File: config.mk
export PLATFORM = sky130hd
export DESIGN_NAME = triangle_split_pattern
export DESIGN_NICKNAME = d
export VERILOG_FILES = /design/src/design/tsp_pkg.sv /design/src/design/tsp_front.sv /design/src/design/tsp_queue.sv /design/src/design/tsp_back.sv /design/src/design/triangle_split_pattern.sv
export SDC_FILE = /design/constraint.sdc
export NUM_CORES = 1
export LEC_CHECK = 0
export BUFFER_PORTS_ARGS = -buffer_cell sky130_fd_sc_hd__buf_4
export CAP_MARGIN = 5
export CELL_PAD_IN_SITES_DETAIL_PLACEMENT = 0
export CELL_PAD_IN_SITES_GLOBAL_PLACEMENT = 1
export CORE_MARGIN = 8
export CORE_UTILIZATION = 43
export DETAILED_ROUTE_END_ITERATION = 8
export GPL_TIMING_DRIVEN = 1
export HOLD_SLACK_MARGIN = 0.15
export PLACE_DENSITY_LB_ADDON = 0.08
export RECOVER_POWER = 25
export SYNTH_ARGS = -nofsm -noshare
export SYNTH_HDL_FRONTEND = slang
export SYNTH_SLANG_ARGS = --single-unit
export TNS_END_PERCENT = 5
File: constraint.sdc
create_clock -name clk -period 7.6 [get_ports clk]
set_input_delay 1.14 -clock clk [delete_from_list [all_inputs] [get_ports clk]]
set_output_delay 1.14 -clock clk [all_outputs]
set_load 0.02 [all_outputs]
File: src/design/tsp_pkg.sv
// Shared types, constants and pattern tables for the triangle split pattern block.
`default_nettype none

package tsp_pkg;

  localparam int VERTEX_BITS = 24;
  localparam int LENGTH_BITS = 32;
  localparam int QUEUE_DEPTH = 2;

  typedef logic [VERTEX_BITS-1:0] vert_t;
  typedef logic [LENGTH_BITS-1:0] len_t;

  typedef struct packed {
    vert_t vert_a;
    vert_t vert_b;
    vert_t vert_c;
    vert_t mid_ab;
    vert_t mid_bc;
    vert_t mid_ca;
    logic  split_ab;
    logic  split_bc;
    logic  split_ca;
    len_t  len_ab;
    len_t  len_bc;
    len_t  len_ca;
  } tsp_in_t;

  typedef struct packed {
    vert_t corner_0;
    vert_t corner_1;
    vert_t corner_2;
    logic  was_split;
    logic  is_last;
  } tsp_out_t;

  // Split sets, written as {ab, bc, ca}.
  localparam logic [2:0] SPLIT_ALL   = 3'b111;
  localparam logic [2:0] SPLIT_AB_BC = 3'b110;
  localparam logic [2:0] SPLIT_AB_CA = 3'b101;
  localparam logic [2:0] SPLIT_BC_CA = 3'b011;
  localparam logic [2:0] SPLIT_AB    = 3'b100;
  localparam logic [2:0] SPLIT_BC    = 3'b010;
  localparam logic [2:0] SPLIT_CA    = 3'b001;

  typedef enum logic [3:0] {
    PAT_NONE,
    PAT_AB,
    PAT_BC,
    PAT_CA,
    PAT_AB_BC,
    PAT_AB_CA,
    PAT_BC_CA,
    PAT_ALL_AB,
    PAT_ALL_BC,
    PAT_ALL_CA
  } pat_t;

  typedef enum logic [2:0] {
    SL_A,
    SL_B,
    SL_C,
    SL_MAB,
    SL_MBC,
    SL_MCA
  } slot_t;

  typedef struct packed {
    slot_t s0;
    slot_t s1;
    slot_t s2;
  } tri_slots_t;

  typedef logic [1:0] child_idx_t;

  // One classified parent as it waits in the queue.
  typedef struct packed {
    pat_t  pat;
    vert_t a;
    vert_t b;
    vert_t c;
    vert_t mab;
    vert_t mbc;
    vert_t mca;
  } tsp_entry_t;

  function automatic child_idx_t last_index(pat_t p);
    child_idx_t n;
    unique case (p)
      PAT_NONE:                           n = 2'd0;
      PAT_AB, PAT_BC, PAT_CA:             n = 2'd1;
      PAT_AB_BC, PAT_AB_CA, PAT_BC_CA:    n = 2'd2;
      PAT_ALL_AB, PAT_ALL_BC, PAT_ALL_CA: n = 2'd3;
      default:                            n = 2'd0;
    endcase
    return n;
  endfunction

  function automatic tri_slots_t child_slots(pat_t p, child_idx_t k);
    tri_slots_t row [4];
    row = '{'{SL_A, SL_B, SL_C}, '{SL_A, SL_B, SL_C},
            '{SL_A, SL_B, SL_C}, '{SL_A, SL_B, SL_C}};
    unique case (p)
      PAT_NONE:  row[0] = '{SL_A, SL_B, SL_C};
      PAT_AB: begin
        row[0] = '{SL_A,   SL_MAB, SL_C};
        row[1] = '{SL_MAB, SL_B,   SL_C};
      end
      PAT_BC: begin
        row[0] = '{SL_A,   SL_B, SL_MBC};
        row[1] = '{SL_MBC, SL_C, SL_A};
      end
      PAT_CA: begin
        row[0] = '{SL_A,   SL_B, SL_MCA};
        row[1] = '{SL_MCA, SL_B, SL_C};
      end
      PAT_AB_BC: begin
        row[0] = '{SL_A,   SL_MAB, SL_MBC};
        row[1] = '{SL_MAB, SL_B,   SL_MBC};
        row[2] = '{SL_A,   SL_MBC, SL_C};
      end
      PAT_AB_CA: begin
        row[0] = '{SL_A,   SL_MAB, SL_MCA};
        row[1] = '{SL_MAB, SL_B,   SL_MCA};
        row[2] = '{SL_MCA, SL_B,   SL_C};
      end
      PAT_BC_CA: begin
        row[0] = '{SL_A,   SL_B, SL_MCA};
        row[1] = '{SL_B,   SL_MBC, SL_MCA};
        row[2] = '{SL_MBC, SL_C, SL_MCA};
      end
      PAT_ALL_AB: begin
        row[0] = '{SL_A,   SL_MAB, SL_MCA};
        row[1] = '{SL_MAB, SL_MBC, SL_C};
        row[2] = '{SL_MAB, SL_B,   SL_MBC};
        row[3] = '{SL_MAB, SL_C,   SL_MCA};
      end
      PAT_ALL_BC: begin
        row[0] = '{SL_MAB, SL_B,   SL_MBC};
        row[1] = '{SL_A,   SL_MAB, SL_MBC};
        row[2] = '{SL_MCA, SL_A,   SL_MBC};
        row[3] = '{SL_C,   SL_MCA, SL_MBC};
      end
      PAT_ALL_CA: begin
        row[0] = '{SL_A,   SL_MAB, SL_MCA};
        row[1] = '{SL_MAB, SL_B,   SL_MCA};
        row[2] = '{SL_B,   SL_MBC, SL_MCA};
        row[3] = '{SL_MBC, SL_C,   SL_MCA};
      end
      default: row[0] = '{SL_A, SL_B, SL_C};
    endcase
    return row[k];
  endfunction

  function automatic vert_t pick_vert(tsp_entry_t e, slot_t s);
    vert_t v;
    unique case (s)
      SL_A:    v = e.a;
      SL_B:    v = e.b;
      SL_C:    v = e.c;
      SL_MAB:  v = e.mab;
      SL_MBC:  v = e.mbc;
      SL_MCA:  v = e.mca;
      default: v = e.a;
    endcase
    return v;
  endfunction

endpackage

`default_nettype wire

File: src/design/tsp_front.sv
// Front end: accepts a parent triangle, classifies its split pattern and registers it.
`default_nettype none

module tsp_front
  import tsp_pkg::*;
(
  input  wire logic       clk,
  input  wire logic       rst_n,
  input  wire logic       in_valid,
  output logic            in_ready,
  input  wire tsp_in_t    in_data,
  output logic            push_valid,
  input  wire logic       push_ready,
  output tsp_entry_t      push_data
);

  logic       st_valid_r;
  logic       st_valid_nxt;
  tsp_entry_t st_data_r;
  tsp_entry_t st_data_nxt;
  logic [2:0] sel;
  logic       ab_max;
  logic       bc_max;
  pat_t       pat;
  logic       take;

  always_comb begin
    sel    = {in_data.split_ab, in_data.split_bc, in_data.split_ca};
    ab_max = (in_data.len_ab >= in_data.len_bc) && (in_data.len_ab >= in_data.len_ca);
    bc_max = (in_data.len_bc >= in_data.len_ab) && (in_data.len_bc >= in_data.len_ca);
    unique case (sel)
      SPLIT_ALL: begin
        // The longest edge picks the layout; ab wins ties, then bc.
        priority if (ab_max) begin
          pat = PAT_ALL_AB;
        end else if (bc_max) begin
          pat = PAT_ALL_BC;
        end else begin
          pat = PAT_ALL_CA;
        end
      end
      SPLIT_AB_BC: pat = PAT_AB_BC;
      SPLIT_AB_CA: pat = PAT_AB_CA;
      SPLIT_BC_CA: pat = PAT_BC_CA;
      SPLIT_AB:    pat = PAT_AB;
      SPLIT_BC:    pat = PAT_BC;
      SPLIT_CA:    pat = PAT_CA;
      default:     pat = PAT_NONE;
    endcase
  end

  assign in_ready = !st_valid_r || push_ready;
  assign take     = in_valid && in_ready;

  always_comb begin
    st_valid_nxt = st_valid_r;
    if (take) begin
      st_valid_nxt = 1'b1;
    end else if (push_ready) begin
      st_valid_nxt = 1'b0;
    end
    st_data_nxt = st_data_r;
    if (take) begin
      st_data_nxt = '{pat: pat,
                      a:   in_data.vert_a,
                      b:   in_data.vert_b,
                      c:   in_data.vert_c,
                      mab: in_data.mid_ab,
                      mbc: in_data.mid_bc,
                      mca: in_data.mid_ca};
    end
  end

  always_ff @(posedge clk) begin
    if (!rst_n) begin
      st_valid_r <= 1'b0;
    end else begin
      st_valid_r <= st_valid_nxt;
    end
  end

  always_ff @(posedge clk) begin
    st_data_r <= st_data_nxt;
  end

  assign push_valid = st_valid_r;
  assign push_data  = st_data_r;

endmodule

`default_nettype wire

File: src/design/tsp_queue.sv
// Short queue of classified parents between the front end and the back end.
`default_nettype none

module tsp_queue
  import tsp_pkg::*;
(
  input  wire logic        clk,
  input  wire logic        rst_n,
  input  wire logic        push_valid,
  output logic             push_ready,
  input  wire tsp_entry_t  push_data,
  output logic             head_valid,
  input  wire logic        pop,
  output tsp_entry_t       head_data
);

  localparam int PTR_BITS   = (QUEUE_DEPTH > 1) ? $clog2(QUEUE_DEPTH) : 1;
  localparam int COUNT_BITS = $clog2(QUEUE_DEPTH + 1);
  localparam logic [COUNT_BITS-1:0] FULL_COUNT = COUNT_BITS'(QUEUE_DEPTH);
  localparam logic [PTR_BITS-1:0]   LAST_PTR   = PTR_BITS'(QUEUE_DEPTH - 1);

  tsp_entry_t              store_r [QUEUE_DEPTH];
  logic [PTR_BITS-1:0]     wr_ptr_r;
  logic [PTR_BITS-1:0]     wr_ptr_nxt;
  logic [PTR_BITS-1:0]     rd_ptr_r;
  logic [PTR_BITS-1:0]     rd_ptr_nxt;
  logic [COUNT_BITS-1:0]   count_r;
  logic [COUNT_BITS-1:0]   count_nxt;
  logic                    do_push;
  logic                    do_pop;

  assign push_ready = (count_r != FULL_COUNT);
  assign head_valid = (count_r != '0);
  assign head_data  = store_r[rd_ptr_r];
  assign do_push    = push_valid && push_ready;
  assign do_pop     = pop && head_valid;

  always_comb begin
    wr_ptr_nxt = wr_ptr_r;
    rd_ptr_nxt = rd_ptr_r;
    count_nxt  = count_r;
    if (do_push) begin
      wr_ptr_nxt = (wr_ptr_r == LAST_PTR) ? '0 : wr_ptr_r + 1'b1;
    end
    if (do_pop) begin
      rd_ptr_nxt = (rd_ptr_r == LAST_PTR) ? '0 : rd_ptr_r + 1'b1;
    end
    if (do_push && !do_pop) begin
      count_nxt = count_r + 1'b1;
    end else if (do_pop && !do_push) begin
      count_nxt = count_r - 1'b1;
    end
  end

  always_ff @(posedge clk) begin
    if (!rst_n) begin
      wr_ptr_r <= '0;
      rd_ptr_r <= '0;
      count_r  <= '0;
    end else begin
      wr_ptr_r <= wr_ptr_nxt;
      rd_ptr_r <= rd_ptr_nxt;
      count_r  <= count_nxt;
    end
  end

  always_ff @(posedge clk) begin
    if (do_push) begin
      store_r[wr_ptr_r] <= push_data;
    end
  end

endmodule

`default_nettype wire

File: src/design/tsp_back.sv
// Back end: walks the children of the queue head, one result word per cycle while out_ready is high.
`default_nettype none

module tsp_back
  import tsp_pkg::*;
(
  input  wire logic        clk,
  input  wire logic        rst_n,
  input  wire logic        head_valid,
  input  wire tsp_entry_t  head_data,
  output logic             pop,
  output logic             out_valid,
  input  wire logic        out_ready,
  output tsp_out_t         out_data
);

  logic       out_valid_r;
  logic       out_valid_nxt;
  tsp_out_t   out_data_r;
  tsp_out_t   out_data_nxt;
  child_idx_t idx_r;
  child_idx_t idx_nxt;
  child_idx_t last_idx;
  tri_slots_t slots;
  tsp_out_t   child;
  logic       load;

  always_comb begin
    last_idx        = last_index(head_data.pat);
    slots           = child_slots(head_data.pat, idx_r);
    child.corner_0  = pick_vert(head_data, slots.s0);
    child.corner_1  = pick_vert(head_data, slots.s1);
    child.corner_2  = pick_vert(head_data, slots.s2);
    child.was_split = (last_idx != '0);
    child.is_last   = (idx_r == last_idx);
  end

  // The output register refills in the same cycle that its word is taken.
  assign load = head_valid && (!out_valid_r || out_ready);
  assign pop  = load && child.is_last;

  always_comb begin
    out_valid_nxt = out_valid_r;
    idx_nxt       = idx_r;
    out_data_nxt  = out_data_r;
    if (load) begin
      out_valid_nxt = 1'b1;
      out_data_nxt  = child;
      idx_nxt       = child.is_last ? '0 : idx_r + 1'b1;
    end else if (out_ready) begin
      out_valid_nxt = 1'b0;
    end
  end

  always_ff @(posedge clk) begin
    if (!rst_n) begin
      out_valid_r <= 1'b0;
      idx_r       <= '0;
    end else begin
      out_valid_r <= out_valid_nxt;
      idx_r       <= idx_nxt;
    end
  end

  always_ff @(posedge clk) begin
    out_data_r <= out_data_nxt;
  end

  assign out_valid = out_valid_r;
  assign out_data  = out_data_r;

endmodule

`default_nettype wire

File: src/design/triangle_split_pattern.sv
// Top level of the triangle split pattern block: front end, queue and back end.
//
//  Channel   Ports                          Word
//  input     in_valid  in_ready  in_data    one parent triangle (tsp_in_t)
//  output    out_valid out_ready out_data   one child triangle (tsp_out_t)
//
// A parent gives 1 to 4 child words, 4 when all edges split; the back end sends
// one word per cycle while out_ready is high. After its parent is accepted, the
// first child word reaches the output through the front register, the queue and
// the output register.
// Reset is synchronous: it empties the front register, the queue and the
// output register and restarts the child count; no clearing pass is needed.
// While out_ready is low the output word holds, the queue fills, and in_ready
// drops once the front register can no longer move on.
`default_nettype none

module triangle_split_pattern
  import tsp_pkg::*;
(
  input  wire logic     clk,
  input  wire logic     rst_n,
  input  wire logic     in_valid,
  output logic          in_ready,
  input  wire tsp_in_t  in_data,
  output logic          out_valid,
  input  wire logic     out_ready,
  output tsp_out_t      out_data
);

  logic       push_valid;
  logic       push_ready;
  tsp_entry_t push_data;
  logic       head_valid;
  tsp_entry_t head_data;
  logic       pop;

  tsp_front u_front (
    .clk        (clk),
    .rst_n      (rst_n),
    .in_valid   (in_valid),
    .in_ready   (in_ready),
    .in_data    (in_data),
    .push_valid (push_valid),
    .push_ready (push_ready),
    .push_data  (push_data)
  );

  tsp_queue u_queue (
    .clk        (clk),
    .rst_n      (rst_n),
    .push_valid (push_valid),
    .push_ready (push_ready),
    .push_data  (push_data),
    .head_valid (head_valid),
    .pop        (pop),
    .head_data  (head_data)
  );

  tsp_back u_back (
    .clk        (clk),
    .rst_n      (rst_n),
    .head_valid (head_valid),
    .head_data  (head_data),
    .pop        (pop),
    .out_valid  (out_valid),
    .out_ready  (out_ready),
    .out_data   (out_data)
  );

endmodule

`default_nettype wire

==> key figures, run 1 <==
Setup path
  • Crit Path Category: reg -> reg
  • Startpoint Class: flop
  • Worst-path fanout max: 51
  • Crit-path cells: mux2i_4 > nand2_1 > nor2_1 > a22o_2 > nor2_4 > a221oi_1
  • Worst path slowest cell: dfxtp_4
  • Setup crit end kind: flop
  • Worst Path Arrival: 4.21 ns
  • Crit path largest cell delay: 0.92 ns
  • Data required, critical path: approximately 8.0 ns
  • Worst path bufs/invs: 0
  • Crit-path leading delay family: compound AO/OA/AOI/OAI gates

Yosys
  • Most frequent cells after synthesis: edfxtp_1 (518), inv_1 (100), ha_1 (97), mux2_2 (81)
  • Most frequent cell after synthesis: edfxtp_1
  • Synth top area share: between 60 and 70%
  • FFs w/ async S/R, synth: 0%
  • Top FF cell, synth: edfxtp_1
  • Syn_nets: 1862
  • Post-synth EDFFs: 518
  • Post-Synthesis Cells: approximately 1500
  • Cell accounting for the most synthesized area: edfxtp_1
  • Seq cells post-synth: approximately 530
  • Syn avg cell area: roughly 15 um^2
  • Cell area after synthesis: between 0.02 and 0.025 mm^2
  • Synth top area cells: edfxtp_1 (68%), ha_1 (5.3%), mux2_2 (4.0%), mux2i_1 (3.1%), a22oi_1 (2.0%)
  • Synth unique cells: 65
  • Sequential cell area fraction in the yosys report: between 60% and 70%
  • Syn. warnings: 0

STA
  • Clk_skew: between 0.015 and 0.02 ns
  • Period utilisation layout: between 50% and 60%
  • Worst slew pin tran: 1.180 ns
  • Final Hold Viols: 0
  • RSZ-0062 raised after global routing: false
  • WHS: approximately 0.44 ns
  • Rel. slew slack: a little over a fifth
  • Final Max Slew Viols: 0
  • FMAX: roughly 260 MHz
  • Final Setup Violations: 0
  • TNS Setup: 0 ns
  • Min Tclk post-route: between 3 and 4 ns

Final layout
  • # nets final: about 2200
  • Layout cells sized above 1: between 20 and 30%
  • Final antenna diode count: 0
  • Cell Count, Final, Fillers Out: around 2600
  • Area added between synthesis and finish: 21.32%

Pwr
  • PwrDens: 348.8 mW/mm^2
  • Sw frac: 33.72%
  • Internal Power: 6.408 mW
  • Sequential share of power: 43.6%
  • Switching Power: about 3.3 mW
  • Leak: about 10 nW
  • Clock Power Share: between 20% and 30%
  • Comb pwr share: 30.2%
  • Worst VDD drop: 196.6 uV

Detailed routing
  • Final ANT Viol Nets: 0
  • Vias: approximately 14000
  • DRT iter0 DRCs: approximately 1300
  • Vias/cell: about 5.6
  • Number of iterations in the first detailed-routing pass: 6
  • Final wirelength: between 60 and 70 mm
  • Detailed-route DRC error count: 0
  • Drt wl/cell: 24.65 um

Place
  • Post-DP HPWL: between 40 and 50 mm
  • Inst Count DP: 2477
  • Number of buffers added on ports: 322
  • GP Congestion: approximately 0.82

Global route
  • Initial antenna violation count: 1
  • Gr usage total: ~20%
  • GRT overflow: 0
  • Largest net degree at the start of global routing: between 70 and 80
  • Vias in the first global route: between 10000 and 15000
  • First-pass GRT wire length: between 90 and 100 mm

CTS
  • Clock net sink count: between 500 and 600
  • Clk_lat worst skew: around 0.6 ns
  • Setup Buffers After CTS: 0
  • Worst-path clk slew: roughly 0.060 ns
  • CTS max path bufs: 3
  • # resized after CTS: 0
  • CTS Root Cell: clkbuf_16
  • CTS buffer count: 53
  • Cts-stage hold buffer count: 0
  • CTS tree: done
  • Clock H-tree levels: 2

Floorplanning
  • Core area: 0.05255 mm^2
  • Cell Rows: 84
  • Initial core utilization: 43.48%
  • Die Height: roughly 250 um
  • Io pins: 323
  • Die W: between 200 and 250 um
  • Die area: about 0.061 mm^2

Outcome
  • Outcome: finished, final reports clean

Flow run
  • Max-Cap Viols: 0

Worst hold path
  • Class of the worst hold path: reg -> reg
==> layout by cell type, fill, tap and decap left out, types with 5 or more instances in the layout <==
master and instances:
a2111oi_0 27, a211oi_1 29, a21o_1 6, a21oi_1 74
a221oi_1 36, a22oi_1 61, a31oi_1 5, a32oi_1 14
and2_1 9, buf_4 340, bufinv_16 5, clkbuf_1 9
clkbuf_16 53, clkinv_1 17, clkinv_2 7, dfxtp_1 7
edfxtp_1 518, ha_1 97, inv_1 99, mux2_2 81
mux2i_1 70, nand2_1 75, nand3_1 11, nand4_1 16
nor2_1 44, nor3_1 12, o21a_1 5, o21ai_0 68
o221ai_1 6
==> area by class of cell <==
| type | count | area [um^2] |
|---|---|---|
| flip-flops and latches | 527 | 15740 |
| repair buffers | 340 | 2552 |
| multi-input cells | 822 | 6520 |
| inverters | 100 | 377.9 |
| fillers | 4425 | 24830 |
| well taps | 688 | 860.8 |
| clock buffers | 62 | 1360 |
| clock inverters | 35 | 309.0 |
==> cell families after synthesis <==
kind of cell / after synthesis / synth area share [%]
AO/OA/AOI/OAI: 366 / 11.02
XOR/XNOR: 2 / 0.07668
adder cells (fa/ha/maj): 97 / 5.312
buffers and inverters: 169 / 3.127
flip-flops: 527 / 68.86
multiplexers: 156 / 7.485
AND/OR/NAND/NOR: 201 / 4.118
==> worst register-to-register path, cell delays in order, from the launching register on <==
cell      delay [ns]
dfxtp_4         0.92
mux2i_4         0.59
nand2_1         0.23
nor2_1          0.35
a22o_2          0.79
nor2_4          0.34
a221oi_1        0.40
==> layer usage <==
| layer | wire [um] | up-vias | GRT usage [%] | part of all wire (%) |
|---|---|---|---|---|
| met3 | 4125 | 104 | 3.725 | 6.5 |
| li1 | - | 6645 | - | - |
| met1 | 27920 | 7097 | 28.02 | 44 |
| met4 | 1376 | 0 | 5.404 | 2.2 |
| met2 | 30030 | 541 | 32.89 | 47 |
| met5 | 0 | - | 0 | 0 |
==> flip-flops by register name, indices dropped and copies added, names as in the netlist, named ones only <==
name / cells
u_front.push_data: 148
u_queue.count_r: 2
u_front.push_valid: 1
u_queue.store_r: 296
u_back.idx_r: 2
u_queue.rd_ptr_r: 1
u_back.out_valid: 1
u_back.out_data: 74
u_queue.wr_ptr_r: 1
==> worst paths after layout <==
kind / to / depth (start not counted) / from / slack, ns
setup reg to reg: u_back.out_data[15]$_DFFE_PP_ / 6 / flop / 3.78
hold reg to reg: u_queue.store_r[1][47]$_DFFE_PP_ / 0 / u_front.push_data[47]$_DFFE_PP_ / 0.44
hold / removal: u_queue.store_r[1][47]$_DFFE_PP_ / 0 / u_front.push_data[47]$_DFFE_PP_ / 0.44
setup / recovery: u_back.out_data[15]$_DFFE_PP_ / 6 / flop / 3.78
==> power groups by stage <==
stage	clock network, mW	registers (mW)	logic (mW)
detailed placement	0	4.27	2.92
global placement	0	4.27	2.90
floorplan	0	4.37	1.61
finish	2.53	4.21	2.92
CTS	2.59	4.23	2.93
global route	2.71	4.26	3.13
==> through the flow <==
stage          power, mW  instance area, um^2  setup WS, ns  util, %
5_1_grt            10.10                27720         3.518    52.75
3_3_place_gp       7.172                26050         3.808    49.57
3_5_place_dp       7.198                26050         3.783    49.57
6_report           9.668                27720         3.783    52.75
2_1_floorplan      5.973                22850        0.1648        -
4_1_cts            9.747                27720         3.779    52.75
No activity file was read; power rests on OpenSTA's default activity.
==> inputs of run 2 (changes only) <==
--- a/config.mk
+++ b/config.mk
@@ -5,12 +5,13 @@
 export SDC_FILE = /design/constraint.sdc
 export NUM_CORES = 1
 export LEC_CHECK = 0
+export ABC_AREA = 1
 export BUFFER_PORTS_ARGS = -buffer_cell sky130_fd_sc_hd__buf_4
 export CAP_MARGIN = 5
 export CELL_PAD_IN_SITES_DETAIL_PLACEMENT = 0
 export CELL_PAD_IN_SITES_GLOBAL_PLACEMENT = 1
 export CORE_MARGIN = 8
-export CORE_UTILIZATION = 43
+export CORE_UTILIZATION = 46
 export DETAILED_ROUTE_END_ITERATION = 8
 export GPL_TIMING_DRIVEN = 1
 export HOLD_SLACK_MARGIN = 0.15
==> constraint.sdc (replaced) <==
create_clock -name clk -period 3.9 [get_ports clk]
set_input_delay 0.585 -clock clk [delete_from_list [all_inputs] [get_ports clk]]
set_output_delay 0.585 -clock clk [all_outputs]
set_load 0.02 [all_outputs]
==> key figures, run 2 <==
Final layout
  • Layout cells sized above 1: 16.94% (-11 points)
  • Most common cell after layout, fill and taps aside: nand2_1
  • # nets final: 3059 (+40%)
  • Area added between synthesis and finish: 26.05%
  • Max FFs per register: 296 (unchanged)
  • Top reg by flops: u_queue.store_r
  • Cell Count, Final, Fillers Out: 3446 (+34%)
  • Most frequent cells in the layout: nand2_1 (825), edfxtp_1 (518), buf_4 (338)

Setup path
  • Worst-path fanout max: 15 (-71%)
  • Setup crit end kind: flop
  • Crit path largest cell delay: 0.45 ns (-0.47 ns)
  • Crit-path cells: inv_6 > nand2_1 > nand2_2 > nor2_2 > nand2_1 > nand3_1 > nand2_1 > nand2_1 > nand2_1 > buf_4 > nand3_1 > nand2_1 > nor2_1 > nand3_1
  • Worst Path Arrival: 3.12 ns (-1.09 ns)
  • Worst path bufs/invs: 2 (+2)
  • Startpoint Class: flop
  • Data required, critical path: 4.26 ns (-3.73 ns)
  • Crit Path Category: reg -> reg
  • Worst path slowest cell: dfxtp_4
  • Critical Path Most Common Cell: nand2_1
  • Crit-path leading delay family: simple AND/OR/NAND/NOR gates
  • Reg2reg setup slack: 1.14 ns (-2.64 ns)

Yosys
  • Sequential cell area fraction in the yosys report: 64.83% (-4.0 points)
  • Top FF cell, synth: edfxtp_1
  • Syn_nets: 2619 (+41%)
  • Most frequent cells after synthesis: nand2_1 (825), edfxtp_1 (518), nand3_1 (215), nand4_1 (154), inv_1 (119)
  • Post-Synthesis Cells: 2275 (+50%)
  • Seq cells post-synth: 527 (unchanged)
  • Most frequent cell after synthesis: nand2_1
  • FFs w/ async S/R, synth: 0% (unchanged)
  • Synth top area share: 64.09% (-4.0 points)
  • Synth unique cells: 35 (-46%)
  • Cell area after synthesis: 0.02427 mm^2 (+6.2%)
  • Syn. warnings: 0 (unchanged)
  • Cell accounting for the most synthesized area: edfxtp_1
  • Synth top area cells: edfxtp_1 (64%), nand2_1 (13%), ha_1 (5.0%), nand3_1 (4.4%), nand4_1 (4.0%)
  • Syn avg cell area: 10.67 um^2 (-29%)
  • Post-synth EDFFs: 518 (unchanged)

Detailed routing
  • Drt wl/cell: 21.32 um (-13%)
  • Final wirelength: 73.48 mm (+16%)
  • Final ANT Viol Nets: 0 (unchanged)
  • Vias: 18485 (+28%)
  • DRT iter0 DRCs: 1661 (+31%)
  • Detailed-route DRC error count: 0 (unchanged)
  • Number of iterations in the first detailed-routing pass: 5 (-1)
  • Vias/cell: 5.364 (-4.0%)

Place
  • Number of buffers added on ports: 322 (unchanged)
  • GP Congestion: 0.9227 (+12%)
  • Post-DP HPWL: 49.97 mm (+18%)
  • Inst Count DP: 3211 (+30%)

Worst hold path
  • Class of the worst hold path: in -> reg

CTS
  • Clock H-tree levels: 2 (unchanged)
  • CTS buffer count: 54 (+1.9%)
  • CTS max path bufs: 3 (unchanged)
  • CTS Root Cell: clkbuf_16
  • # resized after CTS: 0 (unchanged)
  • Clock net sink count: 527 (unchanged)
  • Worst-path clk slew: 0.06 ns (about the same)
  • CTS tree: done
  • Clk_lat worst skew: 0.62 ns (+0.02 ns)
  • Setup Buffers After CTS: 0 (unchanged)

Global route
  • GRT overflow: 0 (unchanged)
  • Gr usage total: 23.89% (+3.6 points)
  • Initial antenna violation count: 3 (+2)
  • Vias in the first global route: 18770 (+25%)
  • First-pass GRT wire length: 110.8 mm (+19%)
  • Largest net degree at the start of global routing: 96 (+32%)

STA
  • Clk_skew: 0.02246 ns (+0.004604 ns)
  • FMAX: 362.5 MHz (+38%)
  • Final Setup Violations: 0 (unchanged)
  • TNS Setup: 0 ns (unchanged)
  • Final Max Slew Viols: 0 (unchanged)
  • Rel. slew slack: 30.22% (+9.2 points)
  • RSZ-0062 raised after global routing: false
  • Period utilisation layout: 70.73% (+21 points)
  • Min Tclk post-route: 2.758 ns (-1.059 ns)
  • Worst slew pin tran: 1.046 ns (-0.1348 ns)
  • WHS: 0.2443 ns (-0.1916 ns)
  • Final Hold Viols: 0 (unchanged)

Floorplanning
  • Initial core utilization: 46.37% (+2.9 points)
  • Die area: 0.06037 mm^2 (-0.66%)
  • Die Height: 245.7 um (-0.33%)
  • Cell Rows: 84 (unchanged)
  • Io pins: 323 (unchanged)
  • Die W: 245.7 um (-0.33%)
  • Core area: 0.05234 mm^2 (-0.40%)

Pwr
  • Leak: 12.97 nW (+28%)
  • Total power: 21.78 mW (+130%)
  • Worst VDD drop: 510.8 uV (+160%)
  • PwrDens: 711.8 mW/mm^2 (+100%)

Flow run
  • Max-Cap Viols: 0 (unchanged)

Outcome
  • Outcome: finished, final reports clean
==> run 2: cell types whose count changed after synthesis, sizes merged, moves of 60 or more <==
cell   change
nand3    +204
mux2i     -73
mux2      -83
a22oi     -60
nand4    +138
nor2      +61
nand2    +768
==> run 2: path summary, 6_finish.rpt <==
path,depth (start not counted),endpoint,start
hold reg to reg,0,u_queue.store_r[0][74]$_DFFE_PP_,u_front.push_data[74]$_DFFE_PP_
hold / removal,1,u_front.push_data[50]$_DFFE_PP_,in_data[149]
setup reg to reg,14,u_back.out_data[26]$_DFFE_PP_,flop
setup / recovery,14,u_back.out_data[26]$_DFFE_PP_,flop
==> run 2: kinds of logic (layout without fill, tap and decap cells) <==
family | after synthesis | count (layout) | share of synthesized area (%)
DFF | 527 | 527 | 64.83
other | 0 | 1 | 0
AOI/OAI and AO/OA | 86 | 86 | 1.969
and+or+nand+nor | 1331 | 1331 | 23.82
buffers and inverters | 232 | 714 | 4.305
xor gates and xnor gates | 2 | 2 | 0.07219
adders and majority gates | 97 | 97 | 5.001
==> run 2: metal layers <==
layer	up-vias	track usage, %	wire [um]
met5	-	0	11
met4	2	8.118	2310
met3	138	3.692	4572
met2	697	42.49	37760
met1	8849	29.38	28830
li1	8799	-	-
==> run 2: area by class of cell <==
cell class / count / area [um^2]
multi-input cells: 1516 / 7523
inverters: 123 / 471.7
diodes: 1 / 2.502
well taps: 688 / 860.8
flip-flops and latches: 527 / 15740
fillers: 4387 / 21750
clock buffers: 69 / 1428
clock inverters: 29 / 417.9
repair buffers: 493 / 4149
==> run 2: timing repair <==
item | in CTS | in global routing
hold buffers | 136 | 0
endpoints found under the setup margin | 0 | 0
endpoints found under the hold margin | 136 | 0
==> run 2: stage by stage <==
| step | util (%) | instance area, um^2 | setup slack (ns) |
|---|---|---|---|
| detailed placement | 52.37 | 27410 | 1.115 |
| global route | 58.45 | 30590 | 0.9090 |
| finish | 58.45 | 30590 | 1.142 |
| floorplan | - | 24280 | -0.9891 |
| CTS | 58.50 | 30620 | 1.104 |
| global placement | 52.37 | 27410 | 1.073 |
==> run 2: where the power goes <==
part           internal [mW]  leakage, nW  switching [mW]
sequential              7.61         4.93           0.488
clock                   3.20        0.888            2.19
combinational           2.40         7.15            5.88
